### config.mk
export PLATFORM = sky130hd
export DESIGN_NAME = dmpid_mul
export DESIGN_NICKNAME = d
export VERILOG_FILES = /design/src/rtl/dmpid_pkg.sv /design/src/rtl/dmpid_mul.sv
export SDC_FILE = /design/constraint.sdc
export NUM_CORES = 2
export LEC_CHECK = 0
export BUFFER_PORTS_ARGS = -buffer_cell sky130_fd_sc_hd__buf_2
export CORE_MARGIN = 1.5
export CORE_UTILIZATION = 45
export DETAILED_ROUTE_END_ITERATION = 16
export PLACE_DENSITY = 0.63
export SLEW_MARGIN = 20
export SYNTH_ARGS = -nofsm -noshare
export SYNTH_HDL_FRONTEND = slang
export SYNTH_SLANG_ARGS = --single-unit
### constraint.sdc
create_clock -name clk -period 0.8 [get_ports clk]
set_input_delay 0.16 -clock clk [delete_from_list [all_inputs] [get_ports clk]]
set_output_delay 0.16 -clock clk [all_outputs]
set_load 0.03 [all_outputs]
### src/rtl/dmpid_pkg.sv
// Shared widths, codes, types and clamp helpers for the dual-mode PID controller.
`default_nettype none
package dmpid_pkg;

	// Field and datapath widths.
	localparam int DATA_W      = 16;
	localparam int ERR_W       = 17;
	localparam int DE_W        = 18;
	localparam int D2E_W       = 19;
	localparam int GAIN_W      = 32;
	localparam int PROD_W      = 51;
	localparam int WIDE_W      = 56;
	localparam int STATE_W     = 34;
	localparam int DRIVE_W     = 33;
	localparam int CFG_W       = 32;
	localparam int IDX_W       = 3;
	localparam int IN_TDATA_W  = 32;
	localparam int OUT_TDATA_W = 40;

	// Output queue geometry.
	localparam int FIFO_DEPTH = 8;
	localparam int FIFO_AW    = 3;
	localparam int CNT_W      = FIFO_AW + 1;

	// One in Q16.16.
	localparam logic signed [WIDE_W-1:0] ONE_Q16 = WIDE_W'(65536);

	// Operation codes carried in the input tuser.
	localparam logic OP_STEP  = 1'b0;
	localparam logic OP_CLEAR = 1'b1;

	// Configuration register indexes.
	typedef enum logic [IDX_W-1:0] {
		REG_MODE,
		REG_MAX_OUT,
		REG_INT_LIM,
		REG_GAIN_P,
		REG_GAIN_I,
		REG_GAIN_D,
		REG_CUTOFF,
		REG_DEAD_BAND
	} reg_idx_t;

	// Result status codes.
	typedef enum logic [1:0] {
		ST_OK,
		ST_CUTOFF,
		ST_DEAD_BAND,
		ST_CLEARED
	} status_t;

	// Configuration bundle distributed to the datapath.
	typedef struct packed {
		logic                      mode;
		logic [15:0]               max_out;
		logic [15:0]               int_lim;
		logic signed [GAIN_W-1:0]  gain_p;
		logic signed [GAIN_W-1:0]  gain_i;
		logic signed [GAIN_W-1:0]  gain_d;
		logic [ERR_W-1:0]          cutoff;
		logic [ERR_W-1:0]          dead_band;
	} cfg_t;

	// Error terms leaving the front stage.
	typedef struct packed {
		logic                      valid;
		status_t                   status;
		logic signed [ERR_W-1:0]   e;
		logic signed [DE_W-1:0]    de;
		logic signed [D2E_W-1:0]   d2e;
	} front_t;

	// Gain products leaving the multiplier stage.
	typedef struct packed {
		logic                      valid;
		status_t                   status;
		logic signed [PROD_W-1:0]  pa;
		logic signed [PROD_W-1:0]  ib;
		logic signed [PROD_W-1:0]  dc;
	} prod_t;

	// One result item as stored in the output queue.
	typedef struct packed {
		status_t                   status;
		logic signed [DRIVE_W-1:0] drive;
	} result_t;

	// Symmetric clamp to plus or minus lim.
	function automatic logic signed [WIDE_W-1:0] clamp_sym(
		input logic signed [WIDE_W-1:0] v,
		input logic signed [WIDE_W-1:0] lim
	);
		if (v > lim) begin
			return lim;
		end else if (v < -lim) begin
			return -lim;
		end else begin
			return v;
		end
	endfunction

	// Integer-unit magnitude turned into a Q16.16 limit.
	function automatic logic signed [WIDE_W-1:0] lim_of(input logic [15:0] m);
		return signed'(WIDE_W'({m, 16'h0000}));
	endfunction

endpackage
`default_nettype wire

### src/rtl/dmpid_mul.sv
// Gain multiplier stage: three products of gains and error terms.
`default_nettype none
module dmpid_mul (
	input  wire                   clk,
	input  wire                   arst_n,
	input  wire dmpid_pkg::cfg_t  cfg,
	input  wire dmpid_pkg::front_t front_s2,
	output dmpid_pkg::prod_t      prod_s3
);

	logic signed [dmpid_pkg::D2E_W-1:0]  op_a;
	logic signed [dmpid_pkg::D2E_W-1:0]  op_c;
	logic signed [dmpid_pkg::PROD_W-1:0] pa_c;
	logic signed [dmpid_pkg::PROD_W-1:0] ib_c;
	logic signed [dmpid_pkg::PROD_W-1:0] dc_c;

	// Positional uses e and de; incremental uses de and d2e.
	assign op_a = cfg.mode ? dmpid_pkg::D2E_W'(front_s2.de) : dmpid_pkg::D2E_W'(front_s2.e);
	assign op_c = cfg.mode ? front_s2.d2e : dmpid_pkg::D2E_W'(front_s2.de);

	assign pa_c = dmpid_pkg::PROD_W'(cfg.gain_p) * dmpid_pkg::PROD_W'(op_a);
	assign ib_c = dmpid_pkg::PROD_W'(cfg.gain_i) * dmpid_pkg::PROD_W'(front_s2.e);
	assign dc_c = dmpid_pkg::PROD_W'(cfg.gain_d) * dmpid_pkg::PROD_W'(op_c);

	// Stage three register.
	always_ff @(posedge clk or negedge arst_n) begin
		if (!arst_n) begin
			prod_s3 <= '0;
		end else begin
			prod_s3.valid  <= front_s2.valid;
			prod_s3.status <= front_s2.status;
			prod_s3.pa     <= pa_c;
			prod_s3.ib     <= ib_c;
			prod_s3.dc     <= dc_c;
		end
	end

endmodule
`default_nettype wire

==> metrics.md <==
| Metric | Value |
|---|---|
| Max-slew violations | 0 |
| Initial Util | 0.455 |
| Most common cell after layout, fill and taps aside | inv_1 |
| Number of global-route vias before repair | 57003 |
| Clk sink count | 154 |
| Kind of critical path | input pin to flop |
| Total Neg Setup Slack | -730.23 ns |
| Antenna violations before repair | 23 |
| Critical Path AT | 6.74 ns |
| Top cell type's share of synthesized area | 0.520 |
| CP Capture Type | flop |
| Synthesis-stage register bit count | 154 |
| Failing checks | setup timing |
| Synth Warn # | 0 |
| TritonCTS clock tree | built |
| Area leader, netlist | fa_1 |
| Achievable Freq | 0.159 GHz |
| Fin util | 0.581 |
| GRT Util Overall | 0.280 |
| Min cycle time layout | 6.30 ns |
| Clock-pin slew on the worst setup and hold paths | 0.08 ns |
| Final Cell Area | 0.0837 mm2 |
| Buffers on Ports | 311 |
| Share of cells above drive strength 1 | 0.271 |
| Largest net degree at the start of global routing | 33 |
| Worst path required time | 1.24 ns |
| Final Hold Fails | 0 |
| Synth area leaders | fa_1, inv_1, ha_1, dfrtp_1, nand2_1 |
| I/O pin total | 378 |
| Synthesis-to-finish area growth | 27.8% |
| Vias | 51279 |
| Final Setup Violations | 305 |
| EDFF count, synth | 0 |
| Final Cycle Share | 7.88 |
| Post-synthesis sequential area ratio | 0.0588 |
| Total gr overflow | 0 |
| Ys async rst share | 1.00 |
| First-pass GRT wire length | 317000 um |
| First DRT Iteration DRCs | 2789 |
| H-tree depth | 4 |
| TritonCTS Buffers | 17 |
| Final layout net count | 10433 |
| Commonest non-fill, non-tap cells in the layout | inv_1, fa_1, nand2_1 |
| DRT Pass-1 Iters | 6 |
| Unique masters post-synth | 85 |
| Top flop regs | prod_s3: 154 flops |
| Vias per inst | 5.11 |
| Placed Area | 0.0779 mm2 |
| Crit path max fanout | 13 |
| Rel. slew slack | 0.639 |
| Most flops, register | prod_s3 |
| Full die area | 0.148 mm2 |
| Width of the die | 384 um |
| Synthesized area per cell | 9.33 um2 |
| Final Instance Count excl. Fillers | 10044 |
| Cell Count Post-Placement | 9834 |
| Actual slew at the worst max-slew pin | 0.541 ns |
| CTS Root Cell | clkbuf_16 |
| Avg WL per Cell | 20.0 um |
| DRT Wirelength | 201000 um |
| Die height | 384 um |
| Worst Hold Class | input pin to flop |
| Post-DP HPWL | 166000 um |
| Clock tree buffer depth | 2 |
| Mapped Cells | 7021 |
| Status | finished with violations |
| Max reg flops | 154 |
| Net count after synthesis | 9337 |
| RSZ-0062 raised after global routing | yes |
| Setup crit start kind | input pin |
| Post-synthesis cell area | 0.0655 mm2 |
| MaxCap Viol Count | 0 |
| Num rows | 139 |
| Post-route DRC | 0 |
| Final GP Congestion | 0.945 |
| CORE AREA | 0.144 mm2 |
| Main synth FF type | dfrtp_1 |
| Fin worst setup slack | -5.50 ns |
| Post-route ant nets | 0 |
[final cells by class]
class | count | area (um2)
Timing Repair Buffer | 1425 | 12100
Clock inverter | 14 | 203
Tap cell | 1903 | 2380
Fill cell | 12320 | 60300
Sequential cell | 154 | 3850
Multi-Input combinational cell | 4800 | 58300
Inverter | 1719 | 6460
Clock buffer | 17 | 425
Antenna cell | 12 | 30.0
[per-layer routing]
metal,vias up,wire length [um],share of wire,global-route usage
met5,-,109,0.00054,0
met4,20,8250,0.041,0.114
met3,410,13800,0.069,0.0485
met2,1665,97500,0.49,0.465
met1,26706,81000,0.40,0.364
li1,22478,-,-,-
[repair_timing]
item,4_1_cts,5_1_grt
hold buffers,4,0
buffers inserted,90,72
pin swaps,242,251
gates cloned,19,2
gates resized for setup,448,310
setup endpoints to repair,305,305
hold endpoints to repair,157,0
[critical path: stages]
cell       delay, ns
buf_12          0.12
buf_12          0.13
buf_16          0.13
mux2_4          0.30
buf_4           0.14
buf_12          0.15
bufbuf_16       0.29
and2_1          0.16
fa_1            0.46
fa_1            0.48
fa_1            0.53
fa_1            0.45
fa_1            0.57
fa_1            0.49
ha_1            0.33
ha_2            0.18
a21o_1          0.19
a21o_1          0.15
a21o_1          0.19
a21o_1          0.15
a21o_1          0.18
a21o_1          0.19
a221o_1         0.34
a211o_1         0.23
[cells in the mapped netlist (4+ instances only)]
cell,count
and3_1,19
nor2_1,149
nand3_1,43
o211ai_1,17
nor4_1,4
a21oi_1,113
a21boi_0,6
nor3b_1,4
a211oi_1,11
o21bai_1,9
clkbuf_1,283
and2_1,586
nand2_1,987
nand3b_1,5
mux2i_1,8
a31oi_1,18
buf_1,59
a41oi_1,6
dfrtp_1,154
o21ai_1,8
nand2b_1,48
o21ai_0,54
ha_1,392
a31o_2,5
nor2b_1,190
nor3_1,29
xnor2_1,107
or2_2,9
fa_1,1702
xor2_1,34
a211o_1,4
o21a_1,12
a21boi_1,4
mux2_2,29
a2111oi_0,5
o31ai_1,4
nand4_1,20
a21o_1,79
o311ai_1,7
inv_1,1719
[cell families (layout without fill, tap and decap cells)]
group           after synthesis  count (layout)  share of synthesized area
compound gates              416             416                     0.0437
simple gates               2108            2108                      0.157
mux                          37              41                    0.00621
buf+inv                    2071            3175                      0.120
other cells                   0              12                          0
flops                       154             154                     0.0588
xor+xnor                    141             141                     0.0189
fa+ha+maj                  2094            2094                      0.595
[path summary, 6_finish.rpt]
check                          from                      to  slack (ns)  cells after the start
max                        cfg[162]  prod_s3[150]$_DFF_PN0_       -5.50                     24
min                         cfg[34]    prod_s3[0]$_DFF_PN0_        0.17                      3
min in group asynchronous    arst_n  prod_s3[154]$_DFF_PN0_        0.18                      3
max in group asynchronous    arst_n  prod_s3[123]$_DFF_PN0_        0.19                      4
[per-stage QoR]
stage	hold slack, ns	worst slack (ns)
detailed placement	0.165	-6.50
floorplan	-0.136	-5.64
CTS	0.126	-5.42
finish	0.173	-5.50
global route	0.156	-5.67
global placement	0.165	-6.50
Power is left out: the tool's default activity adds up to more than one toggle a clock period on the data nets, which glitch-free logic cannot reach.
