## src/rtl/dmpid_pkg.sv

```systemverilog
// Shared widths, codes, types and clamp helpers for the dual-mode PID controller.
`default_nettype none
package dmpid_pkg;

	// Field and datapath widths.
	localparam int DATA_W      = 16;
	localparam int ERR_W       = 17;
	localparam int DE_W        = 18;
	localparam int D2E_W       = 19;
	localparam int GAIN_W      = 32;
	localparam int PROD_W      = 51;
	localparam int WIDE_W      = 56;
	localparam int STATE_W     = 34;
	localparam int DRIVE_W     = 33;
	localparam int CFG_W       = 32;
	localparam int IDX_W       = 3;
	localparam int IN_TDATA_W  = 32;
	localparam int OUT_TDATA_W = 40;

	// Output queue geometry.
	localparam int FIFO_DEPTH = 8;
	localparam int FIFO_AW    = 3;
	localparam int CNT_W      = FIFO_AW + 1;

	// One in Q16.16.
	localparam logic signed [WIDE_W-1:0] ONE_Q16 = WIDE_W'(65536);

	// Operation codes carried in the input tuser.
	localparam logic OP_STEP  = 1'b0;
	localparam logic OP_CLEAR = 1'b1;

	// Configuration register indexes.
	typedef enum logic [IDX_W-1:0] {
		REG_MODE,
		REG_MAX_OUT,
		REG_INT_LIM,
		REG_GAIN_P,
		REG_GAIN_I,
		REG_GAIN_D,
		REG_CUTOFF,
		REG_DEAD_BAND
	} reg_idx_t;

	// Result status codes.
	typedef enum logic [1:0] {
		ST_OK,
		ST_CUTOFF,
		ST_DEAD_BAND,
		ST_CLEARED
	} status_t;

	// Configuration bundle distributed to the datapath.
	typedef struct packed {
		logic                      mode;
		logic [15:0]               max_out;
		logic [15:0]               int_lim;
		logic signed [GAIN_W-1:0]  gain_p;
		logic signed [GAIN_W-1:0]  gain_i;
		logic signed [GAIN_W-1:0]  gain_d;
		logic [ERR_W-1:0]          cutoff;
		logic [ERR_W-1:0]          dead_band;
	} cfg_t;

	// Error terms leaving the front stage.
	typedef struct packed {
		logic                      valid;
		status_t                   status;
		logic signed [ERR_W-1:0]   e;
		logic signed [DE_W-1:0]    de;
		logic signed [D2E_W-1:0]   d2e;
	} front_t;

	// Gain products leaving the multiplier stage.
	typedef struct packed {
		logic                      valid;
		status_t                   status;
		logic signed [PROD_W-1:0]  pa;
		logic signed [PROD_W-1:0]  ib;
		logic signed [PROD_W-1:0]  dc;
	} prod_t;

	// One result item as stored in the output queue.
	typedef struct packed {
		status_t                   status;
		logic signed [DRIVE_W-1:0] drive;
	} result_t;

	// Symmetric clamp to plus or minus lim.
	function automatic logic signed [WIDE_W-1:0] clamp_sym(
		input logic signed [WIDE_W-1:0] v,
		input logic signed [WIDE_W-1:0] lim
	);
		if (v > lim) begin
			return lim;
		end else if (v < -lim) begin
			return -lim;
		end else begin
			return v;
		end
	endfunction

	// Integer-unit magnitude turned into a Q16.16 limit.
	function automatic logic signed [WIDE_W-1:0] lim_of(input logic [15:0] m);
		return signed'(WIDE_W'({m, 16'h0000}));
	endfunction

endpackage
`default_nettype wire

```

## src/rtl/dmpid_core.sv

```systemverilog
// Term sums, integral and held-output state, and the final output clamp.
`default_nettype none
module dmpid_core (
	input  wire                   clk,
	input  wire                   arst_n,
	input  wire dmpid_pkg::cfg_t  cfg,
	input  wire dmpid_pkg::prod_t prod_s3,
	output logic                  res_valid,
	output dmpid_pkg::result_t    res
);

	logic signed [dmpid_pkg::WIDE_W-1:0]  pd_c;
	logic signed [dmpid_pkg::WIDE_W-1:0]  delta_c;
	logic signed [dmpid_pkg::WIDE_W-1:0]  delta_eff_c;
	logic signed [dmpid_pkg::WIDE_W-1:0]  out_lim;
	logic signed [dmpid_pkg::WIDE_W-1:0]  acc_new;
	logic signed [dmpid_pkg::WIDE_W-1:0]  held_new;
	logic signed [dmpid_pkg::WIDE_W-1:0]  res_c;

	logic                                 v_s4;
	dmpid_pkg::status_t                   status_s4;
	logic signed [dmpid_pkg::PROD_W-1:0]  ib_s4;
	logic signed [dmpid_pkg::WIDE_W-1:0]  pd_s4;
	logic signed [dmpid_pkg::WIDE_W-1:0]  delta_s4;

	logic signed [dmpid_pkg::STATE_W-1:0] acc_q;
	logic signed [dmpid_pkg::STATE_W-1:0] held_q;

	logic                                 v_s5;
	dmpid_pkg::status_t                   status_s5;
	logic signed [dmpid_pkg::WIDE_W-1:0]  pd_s5;
	logic signed [dmpid_pkg::STATE_W-1:0] acc_s5;
	logic signed [dmpid_pkg::STATE_W-1:0] held_s5;

	assign out_lim = dmpid_pkg::lim_of(cfg.max_out);

	// Positional P plus D, and the incremental delta gated by its dead zone.
	assign pd_c    = dmpid_pkg::WIDE_W'(prod_s3.pa) + dmpid_pkg::WIDE_W'(prod_s3.dc);
	assign delta_c = pd_c + dmpid_pkg::WIDE_W'(prod_s3.ib);
	assign delta_eff_c = ((delta_c > dmpid_pkg::ONE_Q16) || (delta_c < -dmpid_pkg::ONE_Q16))
		? delta_c : '0;

	// Stage four register.
	always_ff @(posedge clk or negedge arst_n) begin
		if (!arst_n) begin
			v_s4 <= 1'b0;
		end else begin
			v_s4 <= prod_s3.valid;
		end
	end

	always_ff @(posedge clk) begin
		status_s4 <= prod_s3.status;
		ib_s4     <= prod_s3.ib;
		pd_s4     <= pd_c;
		delta_s4  <= delta_eff_c;
	end

	// Next values of the two accumulators.
	assign acc_new  = dmpid_pkg::clamp_sym(
		dmpid_pkg::WIDE_W'(acc_q) + dmpid_pkg::WIDE_W'(ib_s4),
		dmpid_pkg::lim_of(cfg.int_lim));
	assign held_new = dmpid_pkg::clamp_sym(dmpid_pkg::WIDE_W'(held_q) + delta_s4, out_lim);

	// Controller state: each mode updates only its own accumulator.
	always_ff @(posedge clk or negedge arst_n) begin
		if (!arst_n) begin
			acc_q  <= '0;
			held_q <= '0;
		end else if (v_s4) begin
			if (status_s4 == dmpid_pkg::ST_CLEARED) begin
				acc_q  <= '0;
				held_q <= '0;
			end else if (status_s4 == dmpid_pkg::ST_OK) begin
				if (cfg.mode) begin
					held_q <= dmpid_pkg::STATE_W'(held_new);
				end else begin
					acc_q <= dmpid_pkg::STATE_W'(acc_new);
				end
			end
		end
	end

	// Stage five register.
	always_ff @(posedge clk or negedge arst_n) begin
		if (!arst_n) begin
			v_s5 <= 1'b0;
		end else begin
			v_s5 <= v_s4;
		end
	end

	always_ff @(posedge clk) begin
		status_s5 <= status_s4;
		pd_s5     <= pd_s4;
		acc_s5    <= dmpid_pkg::STATE_W'(acc_new);
		held_s5   <= dmpid_pkg::STATE_W'(held_new);
	end

	// Final output selection and clamp; suppressed and cleared items drive zero.
	assign res_c = cfg.mode ? dmpid_pkg::WIDE_W'(held_s5)
		: dmpid_pkg::clamp_sym(pd_s5 + dmpid_pkg::WIDE_W'(acc_s5), out_lim);

	assign res_valid  = v_s5;
	assign res.status = status_s5;
	assign res.drive  = (status_s5 == dmpid_pkg::ST_OK) ? dmpid_pkg::DRIVE_W'(res_c) : '0;

endmodule
`default_nettype wire

```

## config.mk

```make
export PLATFORM = sky130hd
export DESIGN_NAME = dmpid_core
export DESIGN_NICKNAME = d
export VERILOG_FILES = /design/src/rtl/dmpid_pkg.sv /design/src/rtl/dmpid_core.sv
export SDC_FILE = /design/constraint.sdc
export NUM_CORES = 1
export LEC_CHECK = 0
export BUFFER_PORTS_ARGS = -buffer_cell sky130_fd_sc_hd__buf_2
export CORE_ASPECT_RATIO = 1.1
export CORE_UTILIZATION = 52
export DETAILED_ROUTE_END_ITERATION = 10
export PLACE_DENSITY = 0.71
export SETUP_SLACK_MARGIN = 0.2
export SLEW_MARGIN = 20
export SYNTH_ARGS = -nofsm -noshare
export SYNTH_HDL_FRONTEND = slang
export SYNTH_SLANG_ARGS = --single-unit
export TNS_END_PERCENT = 20
```

## constraint.sdc

```tcl
create_clock -name clk -period 23.3 [get_ports clk]
set_input_delay 5.825 -clock clk [delete_from_list [all_inputs] [get_ports clk]]
set_output_delay 5.825 -clock clk [all_outputs]
set_load 0.05 [all_outputs]
```

==> run_results.csv <==
group,metric,value,unit
worst_hold_path,worstHoldPathType,"register to register",
floorplanning,io_pins,357,
floorplanning,core_area,58880,um^2
logic_synthesis,synthesis.nets,4657,
logic_synthesis,ys.flop_type,"dfxtp_1",
clock_tree,postCtsSetupRepairBufs,0,
detailed_routing,post_drt_wl_per_cell,21.12,um
floorplanning,die_w,235.4,um
detailed_routing,dr.pass1.iters,5,
grt,grt_pass1_vias,28360,
power_and_ir_drop,ir_drop,0.00009284,V
sta,fin_crit_sh,0.7630,
finish,layout-drive-gt1-share,0.09129,
worst_setup_path,worstSetupStartpointType,"primary input",
detailed_routing,drtAntennaViolNets,0,
placement,place_congestion,0.9881,
logic_synthesis,mappedNetlistArea,31170,um^2
grt,antenna_found_initial,3,
sta,fmaxAchievable,0.05625,GHz
worst_setup_path,worstPathMaxFanout,37,
finish,final_nets,4790,
worst_setup_path,worst-setup-path-type,"primary input to output pin",
logic_synthesis,yosys-top-cells-area,"dfxtp_1 18%, ha_1 17%, dfrtp_1 5.6%",
placement,dp_hpwl,83320,um
worst_setup_path,cp.required,17.48,ns
clock_tree,clk_pin_slew,0.06,ns
sta,finalSetupViolCount,0,
detailed_routing,drc_errors,0,
detailed_routing,drtIter0Drc,2510,
logic_synthesis,yosysWarnings,0,
sta,finalHoldViolCount,0,
power_and_ir_drop,p_leak,15.92,nW
logic_synthesis,synthCells,3899,
worst_setup_path,cp.arrival,11.95,ns
grt,met3_usage,0.02769,
finish,fin_cells,4824,
logic_synthesis,ys_seq_area_frac,0.2354,
clock_tree,cts_buffer_depth,3,
power_and_ir_drop,p_seq_frac,0.168,
placement,pre_cts_ws,5.637,ns
run,maxCapViolCount,0,
power_and_ir_drop,power_switching,2.795,mW
sta,final-max-slew-violation-count,0,
grt,grt_pass1_wl,156900,um
sta,layout_setup_ws,5.522,ns
sta,relSlewSlack,0.2793,
status,outcome,"completed",
grt,top_usage_layer,"met2",
logic_synthesis,avgSynthCellArea,7.994,um^2
grt,gr-usage-met2,0.5404,
sta,fin_skew,0.02874,ns
floorplanning,die_h,258.8,um
finish,design_area,34230,um^2
logic_synthesis,ys_async_sr_fraction,0.2006,
clock_tree,clock-root-buffer,"clkbuf_16",
placement,dp_cells,4749,
finish,diodes,0,
power_and_ir_drop,switching_share,0.5222,
floorplanning,design.die.area,60920,um^2
grt,grt_max_degree,71,
clock_tree,clk_latency,0.60,ns
sta,rsz0062_at_grt,"false",
power_and_ir_drop,pwr_density_cell,156.4,nW/um^2
logic_synthesis,synth-seq-cells,349,
placement,placed_area,32810,um^2
sta,tightestPinTransition,1.071,ns
grt,gr-usage-met1,0.4309,
grt,gr-total-overflow,0,
placement,io_buffers,226,
power_and_ir_drop,power,5.352,mW
logic_synthesis,synth_top_cell_by_area,"dfxtp_1",
clock_tree,cts_hold_buffers,0,
detailed_routing,vias_per_cell,6.309,
clock_tree,cts_resized,0,
worst_setup_path,r2r_slack,15.50,ns
logic_synthesis,yosysTopAreaCellShare,0.1792,
detailed_routing,wirelength,101900,um
detailed_routing,num_vias,30440,
floorplanning,initial_core_util,0.5294,
sta,period_needed,17.78,ns
logic_synthesis,synth_cell_type_count,90,
logic_synthesis,synth-edff-count,0,
floorplanning,num_rows,93,
clock_tree,clock-sinks,349,
clock_tree,cts_buffers,40,
power_and_ir_drop,p_comb_frac,0.706,
sta,setup_tns,0,ns
finish,area_growth,9.815,%
power_and_ir_drop,cellInternalPower,2.557,mW
finish,post-route-util,0.5813,
clock_tree,htree_levels,2,
clock_tree,cts_tree,"yes",
power_and_ir_drop,power_frac_clock,0.126,
grt,grt.total_usage,0.3236,
sta,holdWs,0.3240,ns
worst_setup_path,cp-end-kind,"output pin",
==> logic make-up after synthesis <==
kind of cell / Yosys count / synth area share
multiplexers: 48 / 0.01582
buffers and inverters: 286 / 0.03500
XOR/XNOR: 231 / 0.06491
flip-flops: 349 / 0.2354
AO/OA/AOI/OAI: 1293 / 0.2731
adder cells (fa/ha/maj): 437 / 0.1766
AND/OR/NAND/NOR: 1255 / 0.1992
==> worst paths after layout <==
check | start | cells past startpoint | end
max | cfg[146] | 22 | res[3]
min | pd_s4[46] | 0 | pd_s5[46]
max reg2reg | held_q[13] | 21 | held_q[14]
min reg2reg | pd_s4[46] | 0 | pd_s5[46]
max in group asynchronous | arst_n | 2 | held_q[31]
min in group asynchronous | arst_n | 1 | acc_q[5]
==> synthesized netlist by cell type, types with 14 or more instances <==
| library cell | count |
|---|---|
| o21bai_1 | 44 |
| mux2i_1 | 38 |
| a21oi_1 | 343 |
| nor3_1 | 109 |
| a31oi_1 | 49 |
| a2111oi_0 | 20 |
| dfrtp_1 | 70 |
| a22o_1 | 38 |
| or3_1 | 31 |
| and3_1 | 36 |
| dfxtp_1 | 279 |
| inv_1 | 139 |
| nand3_1 | 78 |
| a21boi_0 | 18 |
| nor2b_1 | 53 |
| xor2_1 | 79 |
| nand4_1 | 107 |
| o21a_1 | 56 |
| nand2_1 | 314 |
| and2_1 | 35 |
| nor2_1 | 329 |
| o211ai_1 | 59 |
| a22oi_1 | 14 |
| o21ai_0 | 248 |
| nand2b_1 | 38 |
| a21o_1 | 158 |
| xnor2_1 | 152 |
| o2111ai_1 | 14 |
| and4_1 | 22 |
| a211oi_1 | 46 |
| o31ai_1 | 25 |
| clkbuf_1 | 139 |
| nor4_1 | 31 |
| ha_1 | 432 |
==> state kept, by name (all words and copies together) (netlist names) <==
register and cells:
acc_q 34, acc_s5 34, delta_s4 53, held_q 34, held_s5 33, ib_s4 51
pd_s4 52, pd_s5 52, res_valid 1, status_s4 2, status_s5 2, v_s4 1
==> power groups by stage <==
stage	clock network, mW	logic [mW]	registers (mW)
after global routing	0.702	4.14	0.914
after global placement	0	3.63	0.904
after detailed placement	0	3.67	0.906
after CTS	0.676	3.69	0.896
after floorplan	0	2.70	0.861
final	0.672	3.78	0.900
==> layer usage <==
layer / part of all wire / wire length, um
met5: 0 / 0
met4: 0.039 / 3984
met3: 0.058 / 5959
met2: 0.46 / 46640
met1: 0.44 / 45300
==> cell type report <==
| type | instances | area [um^2] |
|---|---|---|
| repair buffers | 238 | 1244 |
| clock buffers | 47 | 1100 |
| inverters | 139 | 521.8 |
| fillers | 5589 | 24650 |
| clock inverters | 27 | 292.8 |
| multi-input cells | 3264 | 22780 |
| well taps | 760 | 950.9 |
| flip-flops and latches | 349 | 7337 |
==> placed cells by master (no fill, tap or decap), types with 22 or more instances in the layout <==
cell type / count
ha_1: 432
a21oi_1: 342
nor2_1: 328
nand2_1: 313
dfxtp_1: 279
o21ai_0: 248
buf_2: 225
a21o_1: 158
xnor2_1: 152
inv_1: 139
nor3_1: 108
nand4_1: 107
xor2_1: 79
nand3_1: 78
dfrtp_1: 70
o211ai_1: 59
o21a_1: 56
nor2b_1: 53
a31oi_1: 48
a211oi_1: 46
o21bai_1: 43
clkbuf_16: 42
nand2b_1: 38
mux2i_1: 38
a22o_1: 38
and3_1: 36
and2_1: 35
nor4_1: 31
or3_1: 31
o31ai_1: 25
and4_1: 22
==> worst max-delay path, stage by stage <==
cell and delay [ns]:
buf_2 0.15, inv_1 0.11, ha_1 0.29, nand4_1 0.28, or3_1 0.50, or3_1 0.40, nand2b_1 0.37, nor4_1 0.33
xnor2_1 0.19, inv_1 0.10, ha_1 0.31, nand4_1 0.09, nor3_1 0.24, a211oi_1 0.13, o21ai_0 0.24, a221oi_1 0.12
o31ai_1 0.23, a31o_2 0.71, nand3_1 0.41, or3_1 0.42, a21oi_1 0.15, buf_2 0.29
(Power assumes the default switching activity.)
