**config.mk**
```make
export PLATFORM = sky130hd
export DESIGN_NAME = dmpid_ofifo
export DESIGN_NICKNAME = d
export VERILOG_FILES = /design/src/rtl/dmpid_pkg.sv /design/src/rtl/dmpid_ofifo.sv
export SDC_FILE = /design/constraint.sdc
export NUM_CORES = 1
export LEC_CHECK = 0
export BUFFER_PORTS_ARGS = -buffer_cell sky130_fd_sc_hd__buf_4
export CORE_ASPECT_RATIO = 0.75
export CORE_MARGIN = 1
export CORE_UTILIZATION = 54
export CTS_BUF_LIST = sky130_fd_sc_hd__clkbuf_16
export DETAILED_ROUTE_END_ITERATION = 7
export GPL_ROUTABILITY_DRIVEN = 1
export GPL_TIMING_DRIVEN = 0
export MAX_ROUTING_LAYER = met4
export PLACE_DENSITY_LB_ADDON = 0.05
export RECOVER_POWER = 50
export SLEW_MARGIN = 5
export SYNTH_ARGS = -nofsm -noshare
export SYNTH_HDL_FRONTEND = slang
export SYNTH_SLANG_ARGS = --single-unit
```
**constraint.sdc**
```tcl
create_clock -name clk -period 3.6 [get_ports clk]
set_clock_uncertainty 0.05 [all_clocks]
set_input_delay 0.54 -clock clk [delete_from_list [all_inputs] [get_ports clk]]
set_output_delay 0.54 -clock clk [all_outputs]
set_load 0.005 [all_outputs]
```
**src/rtl/dmpid_pkg.sv**
```systemverilog
// Shared widths, codes, types and clamp helpers for the dual-mode PID controller.
`default_nettype none
package dmpid_pkg;

	// Field and datapath widths.
	localparam int DATA_W      = 16;
	localparam int ERR_W       = 17;
	localparam int DE_W        = 18;
	localparam int D2E_W       = 19;
	localparam int GAIN_W      = 32;
	localparam int PROD_W      = 51;
	localparam int WIDE_W      = 56;
	localparam int STATE_W     = 34;
	localparam int DRIVE_W     = 33;
	localparam int CFG_W       = 32;
	localparam int IDX_W       = 3;
	localparam int IN_TDATA_W  = 32;
	localparam int OUT_TDATA_W = 40;

	// Output queue geometry.
	localparam int FIFO_DEPTH = 8;
	localparam int FIFO_AW    = 3;
	localparam int CNT_W      = FIFO_AW + 1;

	// One in Q16.16.
	localparam logic signed [WIDE_W-1:0] ONE_Q16 = WIDE_W'(65536);

	// Operation codes carried in the input tuser.
	localparam logic OP_STEP  = 1'b0;
	localparam logic OP_CLEAR = 1'b1;

	// Configuration register indexes.
	typedef enum logic [IDX_W-1:0] {
		REG_MODE,
		REG_MAX_OUT,
		REG_INT_LIM,
		REG_GAIN_P,
		REG_GAIN_I,
		REG_GAIN_D,
		REG_CUTOFF,
		REG_DEAD_BAND
	} reg_idx_t;

	// Result status codes.
	typedef enum logic [1:0] {
		ST_OK,
		ST_CUTOFF,
		ST_DEAD_BAND,
		ST_CLEARED
	} status_t;

	// Configuration bundle distributed to the datapath.
	typedef struct packed {
		logic                      mode;
		logic [15:0]               max_out;
		logic [15:0]               int_lim;
		logic signed [GAIN_W-1:0]  gain_p;
		logic signed [GAIN_W-1:0]  gain_i;
		logic signed [GAIN_W-1:0]  gain_d;
		logic [ERR_W-1:0]          cutoff;
		logic [ERR_W-1:0]          dead_band;
	} cfg_t;

	// Error terms leaving the front stage.
	typedef struct packed {
		logic                      valid;
		status_t                   status;
		logic signed [ERR_W-1:0]   e;
		logic signed [DE_W-1:0]    de;
		logic signed [D2E_W-1:0]   d2e;
	} front_t;

	// Gain products leaving the multiplier stage.
	typedef struct packed {
		logic                      valid;
		status_t                   status;
		logic signed [PROD_W-1:0]  pa;
		logic signed [PROD_W-1:0]  ib;
		logic signed [PROD_W-1:0]  dc;
	} prod_t;

	// One result item as stored in the output queue.
	typedef struct packed {
		status_t                   status;
		logic signed [DRIVE_W-1:0] drive;
	} result_t;

	// Symmetric clamp to plus or minus lim.
	function automatic logic signed [WIDE_W-1:0] clamp_sym(
		input logic signed [WIDE_W-1:0] v,
		input logic signed [WIDE_W-1:0] lim
	);
		if (v > lim) begin
			return lim;
		end else if (v < -lim) begin
			return -lim;
		end else begin
			return v;
		end
	endfunction

	// Integer-unit magnitude turned into a Q16.16 limit.
	function automatic logic signed [WIDE_W-1:0] lim_of(input logic [15:0] m);
		return signed'(WIDE_W'({m, 16'h0000}));
	endfunction

endpackage
`default_nettype wire

```
**src/rtl/dmpid_ofifo.sv**
```systemverilog
// Output queue that holds finished results until the consumer takes them.
`default_nettype none
module dmpid_ofifo (
	input  wire                      clk,
	input  wire                      arst_n,
	input  wire                      push,
	input  wire dmpid_pkg::result_t  push_data,
	input  wire                      pop,
	output logic                     out_valid,
	output dmpid_pkg::result_t       out_data
);

	dmpid_pkg::result_t                mem_q [dmpid_pkg::FIFO_DEPTH];
	logic [dmpid_pkg::FIFO_AW-1:0]     wr_ptr_q;
	logic [dmpid_pkg::FIFO_AW-1:0]     rd_ptr_q;
	logic [dmpid_pkg::CNT_W-1:0]       count_q;

	// Storage write.
	always_ff @(posedge clk) begin
		if (push) begin
			mem_q[wr_ptr_q] <= push_data;
		end
	end

	// Pointers and fill count.
	always_ff @(posedge clk or negedge arst_n) begin
		if (!arst_n) begin
			wr_ptr_q <= '0;
			rd_ptr_q <= '0;
			count_q  <= '0;
		end else begin
			if (push) begin
				wr_ptr_q <= wr_ptr_q + dmpid_pkg::FIFO_AW'(1);
			end
			if (pop) begin
				rd_ptr_q <= rd_ptr_q + dmpid_pkg::FIFO_AW'(1);
			end
			count_q <= count_q + dmpid_pkg::CNT_W'(push) - dmpid_pkg::CNT_W'(pop);
		end
	end

	assign out_valid = (count_q != '0);
	assign out_data  = mem_q[rd_ptr_q];

endmodule
`default_nettype wire

```
==> results of run 1 <==
sequential cells by signal (all words and copies together), names as in the netlist:
name	count
rd_ptr_q	3
mem_q	280
wr_ptr_q	3
count_q	4
layer usage:
layer	part of all wire	track usage
met1	0.49	0.297
met2	0.47	0.306
met3	0.031	0.0270
met4	0.015	0.0424
met5	0	-
per-stage QoR:
step	TNS [ns]	util	cell area [um^2]
6_report	0	0.647	13200
5_1_grt	0	0.647	13200
4_1_cts	0	0.654	13300
3_5_place_dp	0	0.614	12500
3_3_place_gp	-301.84	0.600	12200
2_1_floorplan	0	-	11300
power by group through the flow:
stage / Clock, mW / Combinational (mW) / Sequential [mW]
after floorplan: 0 / 1.95 / 4.42
after global placement: 0 / 3.14 / 4.47
after detailed placement: 0 / 3.33 / 4.44
after CTS: 2.63 / 3.35 / 4.37
after global routing: 2.76 / 3.51 / 4.41
final: 2.57 / 3.26 / 4.37
worst register-to-register path, stage by stage, from the launching register on:
cell     delay [ns]
dfrtp_1        0.39
nand2_1        0.21
nor3_1         0.62
buf_4          0.34
buf_4          0.24
area by class of cell:
class                           count  area [um^2]
Sequential cell                   290         8660
Fill cell                        1406         7200
Timing Repair Buffer               89          644
Buffer                             20          136
Clock inverter                     22         88.8
Tap cell                          282          353
Multi-Input combinational cell    139         2550
Inverter                            8         30.0
Clock buffer                       29          726
what timing repair did:
action | in CTS | in global routing
endpoints found under the hold margin | 10 | 0
setup buffers | 0 | 0
hold buffers | 1 | 0
cells in the final DEF (no fill, tap or decap), drive strengths merged:
| cell type | instances |
|---|---|
| nand2 | 4 |
| mux4 | 70 |
| mux2 | 37 |
| nand2b | 3 |
| dfrtp | 10 |
| buf | 60 |
| xnor2 | 3 |
| edfxtp | 280 |
| xor2 | 3 |
| dlygate4sd3 | 1 |
| clkbuf | 77 |
| nor3 | 2 |
| clkinv | 9 |
| a21o | 1 |
| a21oi | 1 |
| nor2 | 6 |
| inv | 21 |
| nand3 | 1 |
| ha | 7 |
| fa | 1 |
worst max-delay path by stage:
stage | startpoint | cells past startpoint | slack [ns] | to
2_1_floorplan | push | 2 | 0.04 | mem_q[0][0]
3_3_place_gp | push | 3 | -2.75 | mem_q[2][9]
3_5_place_dp | rd_ptr_q[2] | 5 | 0.98 | out_data[3]
4_1_cts | rd_ptr_q[2] | 5 | 0.41 | out_data[3]
5_1_grt | rd_ptr_q[2] | 5 | 0.19 | out_data[1]
6_report | rd_ptr_q[2] | 5 | 0.34 | out_data[3]
cells by family after synthesis:
logic type               Yosys count  share of synthesized area
buffers and inverters             28                     0.0148
AND/OR/NAND/NOR                   16                    0.00630
XOR/XNOR                           6                    0.00464
multiplexers                     107                      0.199
flip-flops                       290                      0.764
adder cells (fa/ha/maj)            8                    0.00950
AO/OA/AOI/OAI                      2                    0.00110
==> results.txt, run 1 <==
vias in the first global route: 5104
clock period minus worst slack: 3.26 ns
CP Cell Sequence: clkbuf_1, clkbuf_1, mux4_1, mux2_2, buf_4
min-delay worst type: in2reg
CP Buf/Inv Count: 3
CTS tree: done
row cnt: 45
Tot GR Track Use: 0.201
buffer depth of the longest clock path: 3
hold path cells: 2
Psw: 2.78 mW
RSZ-0062 raised after global routing: no
# IOs: 75
WL/cell: 22.8 um
WP data arrival: 2.67 ns
combinational share of power: 0.320
Slowest Stage Delay on Critical Path: 0.67 ns
Synth Net Count: 504
MaxCap Viol Count: 0
r2r setup slk: 1.46 ns
Avg Cell Area, Syn: 24.8 um^2
r2r worst-path depth: 4
Iteration-0 DRC Markers: 326
Net Sw Frac: 0.272
total CTS buffers: 28
run status: finished clean
Slew Limit Fails: 0
initial antenna violation count: 0
Final WS setup: 0.336 ns
share of layout cells above drive strength 1: 0.231
Finished Layout Cells: 879
Commonest cells post-synth: edfxtp_1 (280), mux4_1 (70), mux2_2 (37)
final setup violation count: 0
Worst VDD drop: 410 uV
cell with the largest stage delay on the worst path: clkbuf_1
Layout area overhead: 16.4%
iteration count of the initial detailed-routing pass: 4
IO Port Bufs: 74
Worst setup EP type: output port
clock tree sinks: 290
part of the Yosys area used for sequential elements: 0.764
Power Total: 10.2 mW
Leak: 4.54 nW
Clk pwr share: 0.252
Root Driver: clkbuf_16
Final #Nets: 623
Die Ht: 127 um
Final Hold Fails: 0
sequential share of power: 0.428
Reg2Reg Launch Point: wr_ptr_q[1]
f_max: 306 MHz
Async SR Flop Fraction: 0.0345
Post-synth top flop: edfxtp_1
number of H-tree levels: 1
critical path class: reg2out
DP Cell Count: 827
largest net degree at the start of global routing: 22
CORE AREA: 0.0204 mm^2
Remaining DRCs: 0
number of synthesized flops with an enable pin: 280
Initial Util: 0.556
global-route wire length before repair: 30400 um
CP Launch Type: register
Cells after Synth: 457
reg2reg end: mem_q[2][11]
clk slew on worst S/H paths: 0.06 ns
Least-Margin Pin Slew: 0.907 ns
CTS resizes: 0
top-count cell post-synth: edfxtp_1
hold slack final: 0.186 ns
Hold Crit Endpoint: rd_ptr_q[0]
Max transition margin: 0.394
ANT cells: 0
Post-DRT Antenna Nets: 0
final period utilization: 0.907
gpl congestion: 0.700
PD cells: 774 mW/mm^2
Worst Path Max Fanout: 10
Synth Register Bits: 290
CP Data Required Time: 3.01 ns
GR Overflow Total: 0
Internal: 7.42 mW
Synth top area share: 0.742
drt total wl: 20000 um
DP HPWL: 12600 um
area leader, netlist: edfxtp_1
Top delay family on crit path: buffers and inverters
pre-CTS WS: 0.978 ns
yosys warns: 0
width of the die: 169 um
HP Start: pop
Vias/cell: 5.62
via count: 4937
synthesized area: 0.0113 mm^2
Die Area: 0.0216 mm^2
largest cells by area after synthesis: edfxtp_1 (74%), mux4_1 (16%), mux2_2 (3.7%)
Critical Path Most Common Cell: clkbuf_1
clock insertion delay at the later pin of the skew report: 0.52 ns
Cell variety after synth: 20
Power figures use the tool's default switching activity.
==> inputs of run 2 (changes only) <==
--- a/config.mk
+++ b/config.mk
@@ -18,3 +18,3 @@
 export RECOVER_POWER = 50
-export SLEW_MARGIN = 5
+export SLEW_MARGIN = 20
 export SYNTH_ARGS = -nofsm -noshare
==> constraint.sdc (replaced) <==
create_clock -name clk -period 3.6 [get_ports clk]
set_clock_uncertainty 0.05 [all_clocks]
set_input_delay 0 -clock clk [delete_from_list [all_inputs] [get_ports clk]]
set_output_delay 0 -clock clk [all_outputs]
set_load 0.005 [all_outputs]
==> run 2 against run 1 <==
  * Final cell count up 4.9%
  * First-iteration DRC count up 0.31%
  * Clock power up 7%
  * Hold slack better by 0.011 ns
  * Total power up 2.4%
  * Die area unchanged
  * Sequential share of layout area down 2.4 points
  * Setup slack better by 0.40 ns
  * Via count up 3.3%
  * Global-route usage up 0.61 points
  * Combinational power up 2%
  * Cell area up 3.9%
  * Critical endpoint is now out_data[27]
  * Largest cell class unchanged
==> results.txt, run 2 (synthesis gave the netlist of run 1 again) <==
# IOs: 75
Post-DRT Antenna Nets: 0
final setup violation count: 0
DP Cell Count: 831
Sum Neg Setup Slack: 0 ns
Leak: 4.74 nW
Remaining DRCs: 0
width of the die: 169 um
CP Data Required Time: 3.55 ns
Initial Util: 0.556
buffer depth of the longest clock path: 3
most common cell after layout, fill and taps aside: edfxtp_1
PD cells: 762 mW/mm^2
Vias/cell: 5.53
CP Launch Type: register
iteration count of the initial detailed-routing pass: 4
Most flops, register: mem_q
clock period minus worst slack: 2.86 ns
IO Port Bufs: 74
global-route wire length before repair: 31300 um
run status: finished clean
Least-Margin Pin Slew: 1.26 ns
most frequent cells in the layout: edfxtp_1 (280), mux4_1 (70), clkbuf_1 (46), buf_4 (44), dlygate4sd3_1 (39)
Finished Layout Cells: 922
Final Hold Fails: 0
Worst setup EP type: output port
Root Driver: clkbuf_16
final period utilization: 0.795
biggest regs: mem_q (280), count_q (4)
via count: 5098
CP Cell Sequence: buf_6, clkbuf_1, mux4_1, mux2_2, buf_4
DP HPWL: 13200 um
CTS resizes: 0
clock insertion delay at the later pin of the skew report: 0.52 ns
gpl congestion: 0.700
Top delay family on crit path: buffers and inverters
critical path class: reg2out
ANT cells: 0
Die Ht: 127 um
GR Overflow Total: 0
CTS tree: done
Layout area overhead: 20.9%
largest net degree at the start of global routing: 21
clk slew on worst S/H paths: 0.06 ns
Slew Limit Fails: 0
share of layout cells above drive strength 1: 0.223
WP data arrival: 2.81 ns
WL/cell: 22.4 um
Worst Path Max Fanout: 10
initial antenna violation count: 0
CORE AREA: 0.0204 mm^2
min-delay worst type: in2reg
Fill cells: 1346
drt total wl: 20600 um
CP Buf/Inv Count: 3
vias in the first global route: 5283
clock tree sinks: 290
total CTS buffers: 28
Final #Nets: 665
Power Total: 10.4 mW
max reg flops: 280
RSZ-0062 raised after global routing: no
number of H-tree levels: 1
Tot GR Track Use: 0.207
row cnt: 45
cell with the largest stage delay on the worst path: clkbuf_1
f_max: 349 MHz
Slowest Stage Delay on Critical Path: 0.68 ns
Worst VDD drop: 412 uV
hold slack final: 0.198 ns
Iteration-0 DRC Markers: 327
MaxCap Viol Count: 0
Die Area: 0.0216 mm^2
Max transition margin: 0.157
==> run 2: repair_timing <==
item,4_1_cts,5_1_grt
hold buffers,39,0
buffers inserted,0,0
endpoints found under the hold margin,298,0
==> run 2: layer usage <==
layer | GRT usage | share of wire | routed length [um]
met3 | 0.0300 | 0.035 | 716
met4 | 0.0419 | 0.014 | 292
met5 | - | 0 | 0
met1 | 0.303 | 0.48 | 9960
met2 | 0.317 | 0.47 | 9680
==> run 2: final timing paths <==
kind	from	to	slack [ns]	depth (start not counted)
setup / recovery	rd_ptr_q[0]	out_data[27]	0.74	5
hold / removal	pop	rd_ptr_q[0]	0.20	3
setup reg to reg	wr_ptr_q[0]	mem_q[7][16]	1.21	4
hold reg to reg	wr_ptr_q[1]	wr_ptr_q[1]	0.55	1
max in group asynchronous	arst_n	rd_ptr_q[0]	2.70	3
min in group asynchronous	arst_n	wr_ptr_q[0]	0.47	3
==> run 2: final cells by class <==
type | count | area [um^2] | area share
Inverter | 8 | 30.0 | 0.00219
Multi-Input combinational cell | 139 | 2540 | 0.186
Buffer | 20 | 129 | 0.00941
Tap cell | 282 | 353 | 0.0258
Clock inverter | 23 | 144 | 0.0105
Clock buffer | 29 | 726 | 0.0530
Sequential cell | 290 | 8660 | 0.632
Timing Repair Buffer | 131 | 1110 | 0.0814
==> run 2: through the flow <==
stage               cell area, um^2  worst slack (ns)   util
finish                        13700             0.736  0.672
global route                  13700             0.604  0.672
CTS                           13800             0.949  0.679
detailed placement            12600              1.48  0.618
global placement              12200             -2.51  0.600
floorplan                     11300            0.0990      -
==> run 2: report_power, final <==
group          switching (mW)  internal, mW
Combinational            1.54          1.78
Clock                    1.16          1.59
Sequential              0.120          4.25
Total                    2.82          7.62
==> run 2: worst min-delay path: cells and delay by family <==
family    cells  cell delay (ns)
xor+xnor      1             0.06
buf+inv       2             0.67
